## src/sv/i2cmbe_pkg.sv

```systemverilog
// ----------------------------------------------------------------------------
// i2cmbe_pkg
// Shared types and constants for the I2C master bit engine.
// ----------------------------------------------------------------------------
package i2cmbe_pkg;

  localparam int BITS_PER_BYTE = 8;
  localparam int QDEPTH        = 4;
  localparam int QPTR_W        = $clog2(QDEPTH);
  localparam int QCNT_W        = $clog2(QDEPTH + 1);

  // command opcodes
  localparam logic [1:0] OP_START = 2'd0;
  localparam logic [1:0] OP_STOP  = 2'd1;
  localparam logic [1:0] OP_WRITE = 2'd2;
  localparam logic [1:0] OP_READ  = 2'd3;

  // register indexes
  localparam logic REG_HALF_PERIOD = 1'b0;
  localparam logic REG_POLL_LIMIT  = 1'b1;

  localparam logic [15:0] HALF_PERIOD_RST = 16'd100;
  localparam logic [7:0]  POLL_LIMIT_RST  = 8'd250;

  typedef struct packed {
    logic [15:0] half_period_delay;
    logic [7:0]  ack_poll_limit;
  } cfg_t;

  // one tick after classification
  typedef struct packed {
    logic       is_start;
    logic       is_stop;
    logic       is_write;
    logic       is_read;
    logic [7:0] write_byte;
    logic       rd_ack;
    logic       sda_sample;
  } q_item_t;

endpackage

```

## src/sv/i2cmbe_in_if.sv

```systemverilog
// ----------------------------------------------------------------------------
// i2cmbe_in_if
// Tick channel into the bit engine: command fields and sampled SDA.
// ----------------------------------------------------------------------------
interface i2cmbe_in_if;
  logic       valid;
  logic       ready;
  logic       cmd_valid;
  logic [1:0] opcode;
  logic [7:0] write_byte;
  logic       rd_ack;
  logic       sda_sample;

  modport source (output valid, cmd_valid, opcode, write_byte, rd_ack, sda_sample,
                  input ready);
  modport sink   (input valid, cmd_valid, opcode, write_byte, rd_ack, sda_sample,
                  output ready);
endinterface

```

## src/sv/i2cmbe_out_if.sv

```systemverilog
// ----------------------------------------------------------------------------
// i2cmbe_out_if
// Result channel out of the bit engine: pin levels and status per tick.
// ----------------------------------------------------------------------------
interface i2cmbe_out_if;
  logic       valid;
  logic       ready;
  logic       scl_level;
  logic       sda_release;
  logic       busy_res;
  logic       done_res;
  logic [7:0] read_data;
  logic       ack_failed;

  modport source (output valid, scl_level, sda_release, busy_res, done_res, read_data,
                  ack_failed, input ready);
  modport sink   (input valid, scl_level, sda_release, busy_res, done_res, read_data,
                  ack_failed, output ready);
endinterface

```

## src/sv/i2cmbe_front.sv

```systemverilog
// ----------------------------------------------------------------------------
// i2cmbe_front
// Accepts ticks, decodes the opcode into one-hot command flags, and hands
// the classified item to the queue through a register stage.
// ----------------------------------------------------------------------------
module i2cmbe_front (
  input  logic                clk,
  input  logic                rst_n,
  i2cmbe_in_if.sink           in_if,
  output logic                push_valid,
  input  logic                push_ready,
  output i2cmbe_pkg::q_item_t push_item
);
  import i2cmbe_pkg::*;

  logic    f_valid_r, f_valid_nxt;
  q_item_t f_item_r, f_item_nxt;
  logic    accept;

  assign in_if.ready = !f_valid_r || push_ready;
  assign accept      = in_if.valid && in_if.ready;

  always_comb begin
    f_item_nxt            = f_item_r;
    f_valid_nxt           = f_valid_r && !push_ready;
    if (accept) begin
      f_valid_nxt         = 1'b1;
      f_item_nxt.is_start = in_if.cmd_valid && (in_if.opcode == OP_START);
      f_item_nxt.is_stop  = in_if.cmd_valid && (in_if.opcode == OP_STOP);
      f_item_nxt.is_write = in_if.cmd_valid && (in_if.opcode == OP_WRITE);
      f_item_nxt.is_read  = in_if.cmd_valid && (in_if.opcode == OP_READ);
      f_item_nxt.write_byte = in_if.write_byte;
      f_item_nxt.rd_ack     = in_if.rd_ack;
      f_item_nxt.sda_sample = in_if.sda_sample;
    end
  end

  always_ff @(posedge clk) begin
    if (!rst_n) begin
      f_valid_r <= 1'b0;
    end else begin
      f_valid_r <= f_valid_nxt;
    end
    f_item_r <= f_item_nxt;
  end

  assign push_valid = f_valid_r;
  assign push_item  = f_item_r;

endmodule

```

## src/sv/i2cmbe_queue.sv

```systemverilog
// ----------------------------------------------------------------------------
// i2cmbe_queue
// Short FIFO between the front and the engine so each side stalls alone.
// ----------------------------------------------------------------------------
module i2cmbe_queue (
  input  logic                clk,
  input  logic                rst_n,
  input  logic                push_valid,
  output logic                push_ready,
  input  i2cmbe_pkg::q_item_t push_item,
  output logic                pop_valid,
  input  logic                pop_ready,
  output i2cmbe_pkg::q_item_t pop_item
);
  import i2cmbe_pkg::*;

  q_item_t           mem [QDEPTH];
  logic [QPTR_W-1:0] wr_ptr_r, wr_ptr_nxt;
  logic [QPTR_W-1:0] rd_ptr_r, rd_ptr_nxt;
  logic [QCNT_W-1:0] count_r, count_nxt;
  logic              push, pop;

  assign push_ready = (count_r != QCNT_W'(QDEPTH));
  assign pop_valid  = (count_r != '0);
  assign push       = push_valid && push_ready;
  assign pop        = pop_valid && pop_ready;
  assign pop_item   = mem[rd_ptr_r];

  always_comb begin
    wr_ptr_nxt = push ? wr_ptr_r + 1'b1 : wr_ptr_r;
    rd_ptr_nxt = pop  ? rd_ptr_r + 1'b1 : rd_ptr_r;
    count_nxt  = count_r;
    if (push && !pop) begin
      count_nxt = count_r + 1'b1;
    end else if (pop && !push) begin
      count_nxt = count_r - 1'b1;
    end
  end

  always_ff @(posedge clk) begin
    if (!rst_n) begin
      wr_ptr_r <= '0;
      rd_ptr_r <= '0;
      count_r  <= '0;
    end else begin
      wr_ptr_r <= wr_ptr_nxt;
      rd_ptr_r <= rd_ptr_nxt;
      count_r  <= count_nxt;
    end
    if (push) begin
      mem[wr_ptr_r] <= push_item;
    end
  end

endmodule

```

## src/sv/i2cmbe_engine.sv

```systemverilog
// ----------------------------------------------------------------------------
// i2cmbe_engine
// Bit sequencer: runs one tick per item through the start, stop, write and
// read phases, and registers the pin and status result for the sink.
// ----------------------------------------------------------------------------
module i2cmbe_engine (
  input  logic                clk,
  input  logic                rst_n,
  input  i2cmbe_pkg::cfg_t    cfg,
  input  logic                q_valid,
  output logic                q_ready,
  input  i2cmbe_pkg::q_item_t q_item,
  i2cmbe_out_if.source        out_if
);
  import i2cmbe_pkg::*;

  localparam logic [3:0] PH_IDLE     = 4'd0;
  localparam logic [3:0] PH_START_A  = 4'd1;
  localparam logic [3:0] PH_START_B  = 4'd2;
  localparam logic [3:0] PH_STOP_A   = 4'd3;
  localparam logic [3:0] PH_STOP_B   = 4'd4;
  localparam logic [3:0] PH_WR_SETUP = 4'd5;
  localparam logic [3:0] PH_WR_HIGH  = 4'd6;
  localparam logic [3:0] PH_WR_LOW   = 4'd7;
  localparam logic [3:0] PH_ACK_WAIT = 4'd8;
  localparam logic [3:0] PH_RD_LOW   = 4'd9;
  localparam logic [3:0] PH_RD_HIGH  = 4'd10;
  localparam logic [3:0] PH_RA_LOW   = 4'd11;
  localparam logic [3:0] PH_RA_HIGH  = 4'd12;

  localparam logic [3:0] LAST_BIT = 4'(BITS_PER_BYTE - 1);

  logic [3:0]  phase_r, phase_nxt;
  logic [3:0]  bit_idx_r, bit_idx_nxt;
  logic [15:0] delay_r, delay_nxt;
  logic [7:0]  shift_r, shift_nxt;
  logic [7:0]  poll_r, poll_nxt;
  logic        scl_r, scl_nxt;
  logic        sda_r, sda_nxt;
  logic        ack_choice_r, ack_choice_nxt;
  logic        fail_r, fail_nxt;
  logic [7:0]  rd_hold_r, rd_hold_nxt;
  logic        done;

  logic        o_valid_r;
  logic        o_scl_r, o_sda_r, o_busy_r, o_done_r, o_fail_r;
  logic [7:0]  o_rdata_r;
  logic        step;

  assign q_ready = !o_valid_r || out_if.ready;
  assign step    = q_valid && q_ready;

  always_comb begin
    phase_nxt      = phase_r;
    bit_idx_nxt    = bit_idx_r;
    delay_nxt      = delay_r;
    shift_nxt      = shift_r;
    poll_nxt       = poll_r;
    scl_nxt        = scl_r;
    sda_nxt        = sda_r;
    ack_choice_nxt = ack_choice_r;
    fail_nxt       = fail_r;
    rd_hold_nxt    = rd_hold_r;
    done           = 1'b0;

    if (phase_r == PH_IDLE) begin
      // busy ticks drop any command, so only idle decodes one
      if (q_item.is_start || q_item.is_stop || q_item.is_write || q_item.is_read) begin
        bit_idx_nxt = '0;
        poll_nxt    = '0;
        delay_nxt   = cfg.half_period_delay;
      end
      if (q_item.is_start) begin
        sda_nxt   = 1'b1;
        scl_nxt   = 1'b1;
        phase_nxt = PH_START_A;
      end else if (q_item.is_stop) begin
        sda_nxt   = 1'b0;
        scl_nxt   = 1'b0;
        phase_nxt = PH_STOP_A;
      end else if (q_item.is_write) begin
        fail_nxt  = 1'b0;
        sda_nxt   = q_item.write_byte[7];
        shift_nxt = {q_item.write_byte[6:0], 1'b0};
        phase_nxt = PH_WR_SETUP;
      end else if (q_item.is_read) begin
        ack_choice_nxt = q_item.rd_ack;
        shift_nxt      = '0;
        sda_nxt        = 1'b1;
        scl_nxt        = 1'b0;
        phase_nxt      = PH_RD_LOW;
      end
    end else if (delay_r != '0) begin
      delay_nxt = delay_r - 1'b1;
    end else begin
      delay_nxt = cfg.half_period_delay;
      case (phase_r)
        PH_START_A: begin
          sda_nxt   = 1'b0;
          phase_nxt = PH_START_B;
        end
        PH_START_B: begin
          scl_nxt   = 1'b0;
          phase_nxt = PH_IDLE;
          done      = 1'b1;
        end
        PH_STOP_A: begin
          scl_nxt   = 1'b1;
          sda_nxt   = 1'b1;
          phase_nxt = PH_STOP_B;
        end
        PH_STOP_B: begin
          phase_nxt = PH_IDLE;
          done      = 1'b1;
        end
        PH_WR_SETUP: begin
          scl_nxt   = 1'b1;
          phase_nxt = PH_WR_HIGH;
        end
        PH_WR_HIGH: begin
          scl_nxt   = 1'b0;
          phase_nxt = PH_WR_LOW;
        end
        PH_WR_LOW: begin
          bit_idx_nxt = bit_idx_r + 1'b1;
          if (bit_idx_r < LAST_BIT) begin
            sda_nxt   = shift_r[7];
            shift_nxt = {shift_r[6:0], 1'b0};
            phase_nxt = PH_WR_SETUP;
          end else begin
            sda_nxt   = 1'b1;
            scl_nxt   = 1'b1;
            poll_nxt  = '0;
            phase_nxt = PH_ACK_WAIT;
          end
        end
        PH_ACK_WAIT: begin
          // poll once per tick; hold the delay at zero while waiting
          delay_nxt = delay_r;
          if (!q_item.sda_sample) begin
            scl_nxt   = 1'b0;
            fail_nxt  = 1'b0;
            phase_nxt = PH_IDLE;
            done      = 1'b1;
          end else if (poll_r >= cfg.ack_poll_limit) begin
            fail_nxt  = 1'b1;
            scl_nxt   = 1'b0;
            sda_nxt   = 1'b0;
            delay_nxt = cfg.half_period_delay;
            phase_nxt = PH_STOP_A;
          end else begin
            poll_nxt = poll_r + 1'b1;
          end
        end
        PH_RD_LOW: begin
          scl_nxt   = 1'b1;
          shift_nxt = {shift_r[6:0], q_item.sda_sample};
          phase_nxt = PH_RD_HIGH;
        end
        PH_RD_HIGH: begin
          bit_idx_nxt = bit_idx_r + 1'b1;
          scl_nxt     = 1'b0;
          if (bit_idx_r < LAST_BIT) begin
            phase_nxt = PH_RD_LOW;
          end else begin
            rd_hold_nxt = shift_r;
            sda_nxt     = !ack_choice_r;
            phase_nxt   = PH_RA_LOW;
          end
        end
        PH_RA_LOW: begin
          scl_nxt   = 1'b1;
          phase_nxt = PH_RA_HIGH;
        end
        PH_RA_HIGH: begin
          scl_nxt   = 1'b0;
          phase_nxt = PH_IDLE;
          done      = 1'b1;
        end
        default: begin
          delay_nxt = delay_r;
          phase_nxt = PH_IDLE;
        end
      endcase
      // phases that finish without a new delay keep the counter at zero
      if (phase_nxt == PH_IDLE) begin
        delay_nxt = delay_r;
      end
    end
  end

  always_ff @(posedge clk) begin
    if (!rst_n) begin
      phase_r      <= PH_IDLE;
      bit_idx_r    <= '0;
      delay_r      <= '0;
      shift_r      <= '0;
      poll_r       <= '0;
      scl_r        <= 1'b1;
      sda_r        <= 1'b1;
      ack_choice_r <= 1'b0;
      fail_r       <= 1'b0;
      rd_hold_r    <= '0;
      o_valid_r    <= 1'b0;
    end else begin
      if (step) begin
        phase_r      <= phase_nxt;
        bit_idx_r    <= bit_idx_nxt;
        delay_r      <= delay_nxt;
        shift_r      <= shift_nxt;
        poll_r       <= poll_nxt;
        scl_r        <= scl_nxt;
        sda_r        <= sda_nxt;
        ack_choice_r <= ack_choice_nxt;
        fail_r       <= fail_nxt;
        rd_hold_r    <= rd_hold_nxt;
      end
      o_valid_r <= step || (o_valid_r && !out_if.ready);
    end
    if (step) begin
      o_scl_r   <= scl_nxt;
      o_sda_r   <= sda_nxt;
      o_busy_r  <= (phase_nxt != PH_IDLE);
      o_done_r  <= done;
      o_rdata_r <= rd_hold_nxt;
      o_fail_r  <= fail_nxt;
    end
  end

  assign out_if.valid       = o_valid_r;
  assign out_if.scl_level   = o_scl_r;
  assign out_if.sda_release = o_sda_r;
  assign out_if.busy_res    = o_busy_r;
  assign out_if.done_res    = o_done_r;
  assign out_if.read_data   = o_rdata_r;
  assign out_if.ack_failed  = o_fail_r;

endmodule

```

## src/sv/i2c_master_bit_engine_core.sv

```systemverilog
// ----------------------------------------------------------------------------
// i2c_master_bit_engine_core
// I2C master bit engine: one tick per item in, one pin/status result out.
//
//   channel   direction  contents
//   in_if     sink       cmd_valid, opcode, write_byte, rd_ack, sda_sample
//   out_if    source     scl_level, sda_release, busy_res, done_res,
//                        read_data, ack_failed
//   APB       slave      half_period_delay (addr 0), ack_poll_limit (addr 4)
//
// One item per cycle sustained while the sink takes results; a tick's result
// passes the front register, then a queue entry, and the engine
// computes and registers the result in the cycle it pops the item.
// The engine updates its phase state once per item, so that per-item
// step sets the rate. Synchronous active-low reset returns pins released,
// phase idle and registers to their defaults. A stalled sink holds the
// result and fills the four-entry queue before the input stalls.
// ----------------------------------------------------------------------------
module i2c_master_bit_engine_core (
  input  logic        clk,
  input  logic        rst_n,
  i2cmbe_in_if.sink   in_if,
  i2cmbe_out_if.source out_if,
  input  logic        psel,
  input  logic        penable,
  input  logic        pwrite,
  input  logic [2:0]  paddr,
  input  logic [31:0] pwdata,
  output logic [31:0] prdata,
  output logic        pready
);
  import i2cmbe_pkg::*;

  cfg_t    cfg_r;
  logic    cfg_wr;
  logic    push_valid, push_ready;
  q_item_t push_item;
  logic    pop_valid, pop_ready;
  q_item_t pop_item;

  assign pready = 1'b1;
  assign cfg_wr = psel && penable && pwrite && pready;

  always_ff @(posedge clk) begin
    if (!rst_n) begin
      cfg_r.half_period_delay <= HALF_PERIOD_RST;
      cfg_r.ack_poll_limit    <= POLL_LIMIT_RST;
    end else if (cfg_wr) begin
      case (paddr[2])
        REG_HALF_PERIOD: cfg_r.half_period_delay <= pwdata[15:0];
        REG_POLL_LIMIT:  cfg_r.ack_poll_limit    <= pwdata[7:0];
        default: ;
      endcase
    end
  end

  always_comb begin
    case (paddr[2])
      REG_HALF_PERIOD: prdata = {16'd0, cfg_r.half_period_delay};
      REG_POLL_LIMIT:  prdata = {24'd0, cfg_r.ack_poll_limit};
      default:         prdata = '0;
    endcase
  end

  i2cmbe_front u_front (
    .clk        (clk),
    .rst_n      (rst_n),
    .in_if      (in_if),
    .push_valid (push_valid),
    .push_ready (push_ready),
    .push_item  (push_item)
  );

  i2cmbe_queue u_queue (
    .clk        (clk),
    .rst_n      (rst_n),
    .push_valid (push_valid),
    .push_ready (push_ready),
    .push_item  (push_item),
    .pop_valid  (pop_valid),
    .pop_ready  (pop_ready),
    .pop_item   (pop_item)
  );

  i2cmbe_engine u_engine (
    .clk     (clk),
    .rst_n   (rst_n),
    .cfg     (cfg_r),
    .q_valid (pop_valid),
    .q_ready (pop_ready),
    .q_item  (pop_item),
    .out_if  (out_if)
  );

endmodule

```

## src/flat_wrapper.sv

```systemverilog
// flat-port wrapper written by rule: the top's interface ports become plain ports
module i2c_master_bit_engine_core_flat import i2cmbe_pkg::*;
  (clk, rst_n, psel, penable, pwrite, paddr, pwdata, prdata, pready, in_if_valid, in_if_cmd_valid, in_if_opcode, in_if_write_byte, in_if_rd_ack, in_if_sda_sample, in_if_ready, out_if_valid, out_if_scl_level, out_if_sda_release, out_if_busy_res, out_if_done_res, out_if_read_data, out_if_ack_failed, out_if_ready);
  i2cmbe_in_if in_if_i ();
  i2cmbe_out_if out_if_i ();
  input  logic clk;
  input  logic rst_n;
  input  logic psel;
  input  logic penable;
  input  logic pwrite;
  input  logic [2:0] paddr;
  input  logic [31:0] pwdata;
  output logic [31:0] prdata;
  output logic pready;
  input wire logic [$bits(in_if_i.valid)-1:0] in_if_valid;
  input wire logic [$bits(in_if_i.cmd_valid)-1:0] in_if_cmd_valid;
  input wire logic [$bits(in_if_i.opcode)-1:0] in_if_opcode;
  input wire logic [$bits(in_if_i.write_byte)-1:0] in_if_write_byte;
  input wire logic [$bits(in_if_i.rd_ack)-1:0] in_if_rd_ack;
  input wire logic [$bits(in_if_i.sda_sample)-1:0] in_if_sda_sample;
  output wire logic [$bits(in_if_i.ready)-1:0] in_if_ready;
  output wire logic [$bits(out_if_i.valid)-1:0] out_if_valid;
  output wire logic [$bits(out_if_i.scl_level)-1:0] out_if_scl_level;
  output wire logic [$bits(out_if_i.sda_release)-1:0] out_if_sda_release;
  output wire logic [$bits(out_if_i.busy_res)-1:0] out_if_busy_res;
  output wire logic [$bits(out_if_i.done_res)-1:0] out_if_done_res;
  output wire logic [$bits(out_if_i.read_data)-1:0] out_if_read_data;
  output wire logic [$bits(out_if_i.ack_failed)-1:0] out_if_ack_failed;
  input wire logic [$bits(out_if_i.ready)-1:0] out_if_ready;
  assign in_if_i.valid = in_if_valid;
  assign in_if_i.cmd_valid = in_if_cmd_valid;
  assign in_if_i.opcode = in_if_opcode;
  assign in_if_i.write_byte = in_if_write_byte;
  assign in_if_i.rd_ack = in_if_rd_ack;
  assign in_if_i.sda_sample = in_if_sda_sample;
  assign in_if_ready = in_if_i.ready;
  assign out_if_valid = out_if_i.valid;
  assign out_if_scl_level = out_if_i.scl_level;
  assign out_if_sda_release = out_if_i.sda_release;
  assign out_if_busy_res = out_if_i.busy_res;
  assign out_if_done_res = out_if_i.done_res;
  assign out_if_read_data = out_if_i.read_data;
  assign out_if_ack_failed = out_if_i.ack_failed;
  assign out_if_i.ready = out_if_ready;
  i2c_master_bit_engine_core u_core (.clk(clk), .rst_n(rst_n), .in_if(in_if_i), .out_if(out_if_i), .psel(psel), .penable(penable), .pwrite(pwrite), .paddr(paddr), .pwdata(pwdata), .prdata(prdata), .pready(pready));
endmodule
```

## config.mk

```make
export PLATFORM = sky130hd
export DESIGN_NAME = i2c_master_bit_engine_core_flat
export DESIGN_NICKNAME = d
export VERILOG_FILES = /design/src/sv/i2cmbe_pkg.sv /design/src/sv/i2cmbe_in_if.sv /design/src/sv/i2cmbe_out_if.sv /design/src/sv/i2cmbe_front.sv /design/src/sv/i2cmbe_queue.sv /design/src/sv/i2cmbe_engine.sv /design/src/sv/i2c_master_bit_engine_core.sv /design/src/flat_wrapper.sv
export SDC_FILE = /design/constraint.sdc
export NUM_CORES = 1
export LEC_CHECK = 0
export BUFFER_PORTS_ARGS = -buffer_cell sky130_fd_sc_hd__buf_2
export CORE_MARGIN = 2
export CORE_UTILIZATION = 53
export CTS_CLUSTER_SIZE = 10
export DETAILED_ROUTE_END_ITERATION = 10
export PLACE_DENSITY = 0.82
export SETUP_SLACK_MARGIN = 0.5
export SYNTH_ARGS = -nofsm -noshare
export SYNTH_HDL_FRONTEND = slang
export SYNTH_SLANG_ARGS = --single-unit
```

## constraint.sdc

```tcl
create_clock -name clk -period 2.27 [get_ports clk]
set_clock_uncertainty 0.05 [all_clocks]
set_input_delay 0.227 -clock clk [delete_from_list [all_inputs] [get_ports clk]]
set_output_delay 0.227 -clock clk [all_outputs]
set_load 0.05 [all_outputs]
```

==> metrics.txt <==
Hold Crit Start out_if_ready; DRC viols 0; antenna violations before repair 0; Total Wirelength 23800 µm; synthesized instance count 784; Pins Over Slew Limit 0; clock sinks 170; critical path type reg -> reg; Port-buffer cells 67; Seq/Total Area, Yosys 0.521; first-pass GRT wire length 32800 µm; Synth area leaders edfxtp_1 31%, dfxtp_1 21%, mux4_2 4.2%; Fmax achieved 426 MHz; worst slew pin tran 0.983 ns; final setup fails 13; Core ar. 15100 µm²; Post-synth top cells 88 x nand2_1, 87 x dfxtp_1, 83 x edfxtp_1; reg2reg path depth 9; H-tree depth 4; Main synth FF type dfxtp_1; Final Hold Fails 0; Fill cells 922; gr usage total 0.257; CTS tree done; Placed Area 9140 µm²; vias in the first global route 6678; cell area after synthesis 8130 µm²; Hold Path Cell Cnt 4; ys async rst share 0; critical path endpoint category flop; worst path required time 2.39 ns; clock insertion delay at the later pin of the skew report 0.45 ns; largest net degree at the start of global routing 50; Clock Path Buffers 2; max_cap viols 0; status finished with violations; crit share post-route 1.03; Root Buffer clkbuf_16; Synth Area per Inst 10.4 µm²; Vias/cell 6.23; die area 16300 µm²; DR pass1 iterations 6; Final min period 2.35 ns; WL per Instance 20.7 µm; Hold Path Class in -> reg; share of cells above drive strength 1 0.373; register area 4270 µm²; maximum VDD drop 0.00120 V; unique cell type count in the Yosys netlist 68; count leader, synth nand2_1; Iteration-0 DRC Markers 924; Vias 7153; dpl hpwl 12100 µm; Reg clk slew, reported paths 0.08 ns; Reg2Reg Launch Point u_core.u_engine.delay_r[0]; failing checks negative setup slack; crit start category flop; Crit. Startpoint u_core.u_engine.delay_r[0]; Worst Path Max Fanout 5; Power, Total 15.3 mW; post-synth top area share 0.307; worst reg2reg setup slack -0.08 ns; I/O pin count 103; Synth area leader edfxtp_1; RSZ-0062 raised after global routing yes; YS warnings 0; Synth Register Bits 170; row cnt 45; Initial Utilization 0.539; design area 10900 µm²; Setup WS post-layout -0.0782 ns; Data arrival, critical path 2.47 ns; relative slew slack 0.342; Post-synth EDFFs 83; placer's final routability congestion estimate 0.891; Nets 1019; Routed Antenna Nets 0; Pwr Density 1400 nW/µm²; area of the multi-input gates 4270 µm²; area grow syn2layout 34.6%; leakage 4.26 nW; total CTS buffers 17; die height 128 µm; Die X 128 µm; grt ovf 0; number of diodes 0
## final timing paths
kind | endpoint
worst max register to register | u_core.u_engine.out_if.busy_res
worst min-delay path | u_core.u_engine.out_if.valid
worst max-delay path | u_core.u_engine.out_if.busy_res
worst min register to register | u_core.cfg_r[19]
## registers in the layout, summed over array words and instances, names as in the netlist, 2 cells and up, named ones only
register and flops:
u_core.u_queue.mem 56, u_core.cfg_r 24, u_core.u_engine.delay_r 16, u_core.u_front.push_item 14, u_core.u_engine.out_if.read_data 8, u_core.u_engine.poll_r 8
u_core.u_engine.rd_hold_r 8, u_core.u_engine.shift_r 8, u_core.u_engine.bit_idx_r 4, u_core.u_engine.phase_r 4, u_core.u_queue.count_r 3, u_core.u_queue.rd_ptr_r 2
u_core.u_queue.wr_ptr_r 2
## final cells by class
class                           count  share of cell area
Tap cell                          188              0.0215
Clock buffer                       18              0.0411
Timing Repair Buffer              188               0.136
Inverter                           23             0.00869
Clock inverter                     14              0.0131
Multi-Input combinational cell    547               0.390
Sequential cell                   170               0.390
## placed cells by master, fill, tap and decap left out, types with 10 or more instances in the layout
cell type,netlist,routed
edfxtp_1,83,83
nand2_1,88,76
dfxtp_1,87,72
buf_2,5,68
buf_4,18,63
a21oi_1,59,46
nor2_1,54,43
o21ai_0,48,35
dlygate4sd3_1,0,27
buf_6,4,23
o211ai_1,21,21
clkbuf_16,0,18
conb_1,2,17
inv_1,21,16
mux4_2,15,15
mux2_2,16,14
nand3_1,17,14
and3_1,14,14
a21oi_2,1,12
and2_1,13,12
o31ai_1,14,11
a211oi_2,0,10
nand2_4,0,10
nor3_1,18,10
## where the power goes
| part | switching [mW] | internal (mW) |
|---|---|---|
| clock | 1.39 | 1.53 |
| sequential | 0.474 | 3.78 |
| combinational | 4.79 | 3.38 |
## metal layers
| layer | share of wire | global-route usage | vias to the layer above |
|---|---|---|---|
| li1 | - | - | 3199 |
| met1 | 0.38 | 0.301 | 3427 |
| met2 | 0.52 | 0.454 | 434 |
| met3 | 0.073 | 0.0618 | 93 |
| met4 | 0.035 | 0.107 | 0 |
| met5 | 0 | 0 | - |
## timing repair
| action | in CTS | in global routing |
|---|---|---|
| pin swaps | 27 | 38 |
| cloned | 5 | 1 |
| setup endpoints to repair | 68 | 72 |
| gates resized for setup | 67 | 86 |
| hold buffers | 27 | 0 |
| endpoints found under the hold margin | 34 | 0 |
| buffers inserted | 18 | 15 |
## cells by family after synthesis
family                   count (synthesis)  share of synthesized area
AND/OR/NAND/NOR                        266                      0.163
AO/OA/AOI/OAI                          195                      0.152
flip-flops                             170                      0.521
buffers and inverters                   86                     0.0525
multiplexers                            38                     0.0723
adder cells (fa/ha/maj)                 17                     0.0271
XOR/XNOR                                10                     0.0108
other                                    2                   0.000924
## per-stage QoR
step | utilization | hold slack, ns | std cells | worst slack [ns] | TNS (ns)
after floorplan | - | 0.276 | 799 | 0.0916 | 0
after global placement | 0.606 | 0.353 | 1050 | 0.0351 | 0
after detailed placement | 0.606 | 0.355 | 1050 | 0.00412 | 0
after CTS | 0.694 | 0.0171 | 1132 | 0.0897 | 0
after global routing | 0.725 | 0.0472 | 1148 | -0.105 | -1.27
final | 0.725 | 0.0342 | 1148 | -0.0782 | -0.221
## worst max-delay path, stage by stage (launching register included)
cell and delay [ns]:
dfxtp_4 0.35, inv_4 0.07, ha_4 0.13, nor3b_4 0.32, nand2_2 0.19, buf_6 0.17
nor3_4 0.23, mux2i_1 0.12, a31oi_1 0.30, nand4_1 0.15
Power figures use the tool's default switching activity.
